### src/rtl/tskv_pkg.sv
`timescale 1ns / 1ps
// ----------------------------------------------------------------------------
// tskv_pkg
// Shared types and constants of the two-sector log key-value store.
// ----------------------------------------------------------------------------
package tskv_pkg;

	localparam logic [1:0] CMD_MOUNT = 2'd0;
	localparam logic [1:0] CMD_WRITE = 2'd1;
	localparam logic [1:0] CMD_READ  = 2'd2;

	localparam logic [1:0] STAT_OK    = 2'd0;
	localparam logic [1:0] STAT_RANGE = 2'd1;
	localparam logic [1:0] STAT_NONE  = 2'd2;
	localparam logic [1:0] STAT_FULL  = 2'd3;

	localparam logic [15:0] FLAG_MARK   = 16'h55aa;
	localparam logic [31:0] ERASED      = 32'hffff_ffff;
	localparam logic [15:0] LIMIT_RESET = 16'd10000;

	typedef struct packed {
		logic [1:0]  command;
		logic [15:0] key_index;
		logic [31:0] value;
		logic [31:0] fallback;
		logic        key_bad;
	} item_t;

endpackage

### src/rtl/tskv_front.sv
`timescale 1ns / 1ps
// ----------------------------------------------------------------------------
// tskv_front
// Takes commands, checks the key against the limit register, queues them.
// ----------------------------------------------------------------------------
module tskv_front (
	input  logic              clk,
	input  logic              arst_n,
	input  logic              in_valid,
	output logic              in_stall,
	input  logic [1:0]        command,
	input  logic [15:0]       key_index,
	input  logic [31:0]       value,
	input  logic [31:0]       fallback,
	input  logic              index_limit_we,
	input  logic [15:0]       index_limit_wdata,
	output logic              item_valid,
	input  logic              item_pop,
	output tskv_pkg::item_t   item
);

	logic [15:0]     limit_q;
	tskv_pkg::item_t slot_q [2];
	logic            wr_ptr_q;
	logic            rd_ptr_q;
	logic [1:0]      count_q;
	tskv_pkg::item_t new_item;
	logic            push;

	always_comb begin
		new_item.command   = command;
		new_item.key_index = key_index;
		new_item.value     = value;
		new_item.fallback  = fallback;
		new_item.key_bad   = (key_index == 16'd0) || (key_index > limit_q);
	end

	assign in_stall   = (count_q == 2'd2);
	assign push       = in_valid && !in_stall;
	assign item_valid = (count_q != 2'd0);
	assign item       = slot_q[rd_ptr_q];

	always_ff @(posedge clk or negedge arst_n) begin
		if (!arst_n) begin
			limit_q  <= tskv_pkg::LIMIT_RESET;
			wr_ptr_q <= 1'b0;
			rd_ptr_q <= 1'b0;
			count_q  <= 2'd0;
		end else begin
			if (index_limit_we) begin
				limit_q <= index_limit_wdata;
			end
			if (push) begin
				wr_ptr_q <= ~wr_ptr_q;
			end
			if (item_pop) begin
				rd_ptr_q <= ~rd_ptr_q;
			end
			count_q <= count_q + 2'(push) - 2'(item_pop);
		end
	end

	always_ff @(posedge clk) begin
		if (push) begin
			slot_q[wr_ptr_q] <= new_item;
		end
	end

endmodule

### config.mk
export PLATFORM = sky130hd
export DESIGN_NAME = tskv_front
export DESIGN_NICKNAME = d
export VERILOG_FILES = /design/src/rtl/tskv_pkg.sv /design/src/rtl/tskv_front.sv
export SDC_FILE = /design/constraint.sdc
export NUM_CORES = 1
export LEC_CHECK = 0
export BUFFER_PORTS_ARGS = -buffer_cell sky130_fd_sc_hd__buf_4
export CAP_MARGIN = 20
export CORE_MARGIN = 2
export CORE_UTILIZATION = 50
export CTS_CLUSTER_SIZE = 28
export DETAILED_ROUTE_END_ITERATION = 10
export GPL_TIMING_DRIVEN = 0
export PLACE_DENSITY = 0.82
export REMOVE_ABC_BUFFERS = 1
export SYNTH_ARGS = -nofsm -noshare
export SYNTH_HDL_FRONTEND = slang
export SYNTH_SLANG_ARGS = --single-unit
export TNS_END_PERCENT = 30
### constraint.sdc
create_clock -name clk -period 12.5 [get_ports clk]
set_input_delay 1.875 -clock clk [delete_from_list [all_inputs] [get_ports clk]]
set_output_delay 1.875 -clock clk [all_outputs]
set_load 0.02 [all_outputs]
# After elaboration in Yosys (flattened, before gate mapping)
# Memories as Yosys holds them, arrays and structs flattened.
# Index checks and enable logic that the tools add are counted.
[classes]
addsub = 2
n_lt_le_gt_ge = 1
n_eq_ne = 1
muxes = 2
n_bitwise = 2
n_reduce_logical = 5
[ops]
columns = ["op", "n"]
rows = [
  ["> comparator 16 bit", 1],
  ["logical NOT 16 bit", 1],
  ["adder 2 x 1 -> 2 bit", 1],
  ["equality test 2 bit (second input constant)", 1],
  ["2-to-1 mux 1 bit", 2],
  ["inverter 1 bit", 2],
  ["nonzero test 2 bit", 1],
  ["subtractor 2 x 1 -> 2 bit", 1],
  ["logical AND 1 bit", 1],
  ["logical NOT 1 bit", 1],
  ["logical OR 1 bit", 1],
]
[totals]
register_bits = 20
mem_bits_rw = 166
out_inout_bits = 85
wordCells = 18
mem_count = 1
[mem_list]
columns = ["name", "depth", "word_bits", "read_ports", "rd_ports_with_merged_regs", "write_ports", "line_no", "text"]
rows = [
  ["slot_q", 2, 83, 1, 0, 1, "tskv_front.sv:23", "tskv_pkg::item_t slot_q [2];"],
]

# Logic depth before layout (Yosys ltp)
[logic_depth]
ltp_word = 5
ltp_mapped = 7
mapped_depth_nobuf = 7

# Worst setup path after synthesis
# OpenSTA, ideal clock, no wires.
[synth_path]
path_type = "input to register"
startpoint = "in in_valid"
endpoint = "mem slot_q[0][0] (netlist bit) (enable)"
arrival_time_ns = 5.429
required_time_ns = 11.975
setup_slack_ns = 6.546
stages = 2
n_path_buf = 0
cell_sequence = "nand2_1 nor2_1"
[synth_via]
elab_chain_len = 3
[synth_lines]
columns = ["element", "line_no", "text"]
rows = [
  ["start: declaration", "tskv_front.sv:9", "input logic in_valid,"],
  ["logical AND 1 bit", "tskv_front.sv:39", "assign push = in_valid && !in_stall;"],
  ["2-to-1 mux 1 bit", "tskv_front.sv:64", "if (push) begin"],
  ["2-to-1 mux 1 bit (not written as such)", "tskv_front.sv:65", "slot_q[wr_ptr_q] <= new_item;"],
  ["end: declaration", "tskv_front.sv:23", ""],
]
# Every way passes these cells.

==> impl_results.md <==
* Final net count at approximately 700
* Max cap viols at 0
* Drt wl/cell at roughly 18 um
* WL met2 at about 6600 um
* Post-DP HPWL at 9520 um
* Critical-path maximum fanout at between 60 and 70
* Outcome: finished, final reports clean
* Routed via count at around 4,000
* Layout cells sized above 1 at between 50 and 60%
* Vias in the first global route at around 4,000
* P_leak at between 0.003 and 0.004 uW
* Clock sink count at 186
* WL final at 13,700 um
* Root Buffer: clkbuf_16
* Cts bufs inserted at 17
* Net switching power figure at ~660 uW
* I/O Pins at about 190
* Least-Margin Pin Slew at approximately 0.72 ns
* P per Cell Area at approximately 230 mW/mm2
* Met1 WL at 5460 um
* HP Class: reg -> reg
* Horiz. Die Dim at around 120 um
* Core footprint at roughly 0.014 mm2
* Crit start category: register
* Worst-Skew Late Latency at ~0.43 ns
* Worst Setup End Kind: output pin
* Post-CTS Setup Bufs at 0
* Mapped cell area at about 0.0072 mm2
* Setup TNS at 0 ns
* Final std cells w/o fill at 775
* Clock tree buffer depth at 2
* DRC viols at 0
* Endpoints failing hold at 0
* Slew headroom at between 50% and 60%
* Post-detailed-route count of antenna-violating nets at 0
* Hold buffers post-CTS at 0
* Largest net degree at the start of global routing at 67
* Synth warn at 0
* Synthesis-stage register bit count at 186
* DP Area at between 0.008 and 0.009 mm2
* Post-cts sizing count at 0
* Slew Limit Fails at 0
* Sequential share of power at roughly two fifths
* DR WL met3 at roughly 1400 um
* CTS clk-pin slew, worst paths at approximately 0.060 ns
* Minimum clock period at 3.86 ns
* Seq/Total Area, Yosys at roughly three quarters
* Highest Clock Rate at approximately 260 MHz
* Cells after Synth at roughly 390
* Port Buffers at about 190
* Initial antenna violation count at 0
* Post-Syn Area per Cell at 18.7 um2
* Initial core utilization at just over 50%
* Setup Skew at roughly 0.0058 ns
* Highest metal used: met4
* H-tree levels at 4
* Period utilisation layout at 30.9%
* First-pass GRT wire length at between 20,000 and 25,000 um
* Row count at 43
* Part of the power in the clock network at between 20% and 30%
* Top cell type's share of synthesized area at ~69%
* RePlAce Congestion at 0.861
* Finished layout cell area at 0.00943 mm2
* DRT iter0 DRCs at 213
* Initial DRT Pass Iterations at 4
* Number of diodes at 0
* Cell variety after synth at 29
* CTS tree: done
* Gr ovfl total at 0
* Via/cell ratio at between 5 and 6
* Die H at 124 um
* Combinational fraction of design power at between 30% and 40%
* WS Path Type: reg -> out
* Placed cells at about 740
* Crit path DAT at 1.98 ns
* Peak supply drop at 0.000144 V
* Most area-consuming cells after synthesis: edfxtp_1, mux2_2, dfrtp_1, ha_1, dfstp_2
* Internal power at 1480 uW
* Gr usage total at a little under a fifth
* # setup viols final at 0
* RSZ-0062 raised after global routing: false
* Cell taking the most area after synthesis: edfxtp_1
* Switching share of power at 30.6%
* Crit path required time at ~11 ns
* Die ar. at 0.0153 mm2
* Synth-to-layout area growth at 31.2%
-- cell usage in the layout, fill, tap and decap left out, types with 3 or more instances in the layout --
master / synthesis / routed
a21oi_1: 6 / 6
buf_12: 0 / 3
o21ai_0: 15 / 15
mux2_2: 84 / 84
edfxtp_1: 166 / 166
clkbuf_16: 0 / 17
buf_4: 6 / 187
dfrtp_1: 15 / 14
nand2_1: 18 / 18
bufinv_16: 0 / 3
dfstp_2: 5 / 5
nand4_1: 4 / 4
xnor2_1: 3 / 3
ha_1: 18 / 18
nor4_1: 5 / 5
clkinv_2: 0 / 4
inv_1: 18 / 18
clkinv_1: 0 / 3
-- metal layers --
layer  global-route usage [%]  vias up
met4                     7.17        0
met1                     20.9     1928
met3                     7.69       20
met5                        0        -
met2                     29.8      166
li1                         -     1873
-- through the flow --
| step | util (%) | power [uW] | worst slack, ns | hold WS, ns |
|---|---|---|---|---|
| final | 67.6 | 2140 | 8.64 | 0.493 |
| after global routing | 67.6 | 2240 | 8.54 | 0.536 |
| after CTS | 67.6 | 2170 | 8.62 | 0.498 |
| after detailed placement | 63.5 | 1640 | 9.08 | 0.485 |
| after global placement | 62.7 | 1630 | 4.82 | 0.475 |
| after floorplan | - | 1330 | 6.55 | 0.460 |
-- logic make-up after synthesis --
group | Yosys count | share of synthesized area [%]
AOI/OAI and AO/OA | 28 | 2.42
xor gates and xnor gates | 4 | 0.488
DFF | 186 | 76.4
buffers and inverters | 30 | 1.93
muxes | 84 | 13.2
adders and majority gates | 18 | 3.13
and+or+nand+nor | 35 | 2.44
-- cell usage after synthesis --
library cell / n
nand2b_1: 1
edfxtp_1: 166
xnor2_1: 3
xor2_1: 1
and3_1: 1
nor4_1: 5
mux2_2: 84
o41a_1: 1
nand4_1: 4
ha_1: 18
nand4_2: 1
nor2b_1: 1
buf_4: 6
dfstp_2: 5
a21oi_1: 6
inv_1: 18
dfrtp_1: 15
o211ai_2: 1
a2111oi_2: 1
a211oi_1: 1
a21o_1: 2
clkbuf_1: 3
o21ai_0: 15
nor2_1: 1
nand2_1: 18
buf_2: 3
o211ai_1: 1
nand3_1: 2
or2_2: 1
-- critical path, cell delays in order, from the launching register on --
cell,delay [ns]
dfrtp_4,0.62
buf_16,0.35
mux2_2,0.40
buf_4,0.16
-- layout make-up --
class	instances	area [um2]
Multi-Input combinational cell	169	1570
Clock inverter	14	154
Clock buffer	17	425
Sequential cell	186	5500
Tap cell	180	225
Timing Repair Buffer	191	1490
Inverter	18	67.6
Fill cell	961	4510
-- state kept, by name (all words and copies together), names as in the netlist --
register / flops
wr_ptr_q: 1
limit_q: 16
slot_q: 166
rd_ptr_q: 1
count_q: 2
-- path summary, 6_finish.rpt --
check / from / to / slack (ns) / depth (start not counted)
setup / recovery: rd_ptr_q$_DFFE_PN0P_ / item[21] / 8.64 / 3
hold / removal: count_q[1]$_DFF_PN0_ / count_q[1]$_DFF_PN0_ / 0.49 / 1
hold reg to reg: count_q[1]$_DFF_PN0_ / count_q[1]$_DFF_PN0_ / 0.49 / 1
min in group asynchronous: arst_n / limit_q[6]$_DFFE_PN0P_ / 1.32 / 1
setup reg to reg: count_q[1]$_DFF_PN0_ / slot_q[0][35]$_DFFE_PP_ / 10.62 / 4
max in group asynchronous: arst_n / limit_q[8]$_DFFE_PN1P_ / 10.91 / 1
-- power groups by stage --
stage	sequential [uW]	combinational (uW)	clock, uW
3_5_place_dp	895	741	0
2_1_floorplan	918	412	0
5_1_grt	895	786	562
4_1_cts	883	747	538
3_3_place_gp	945	683	0
6_report	882	734	525
(Power assumes the default switching activity.)
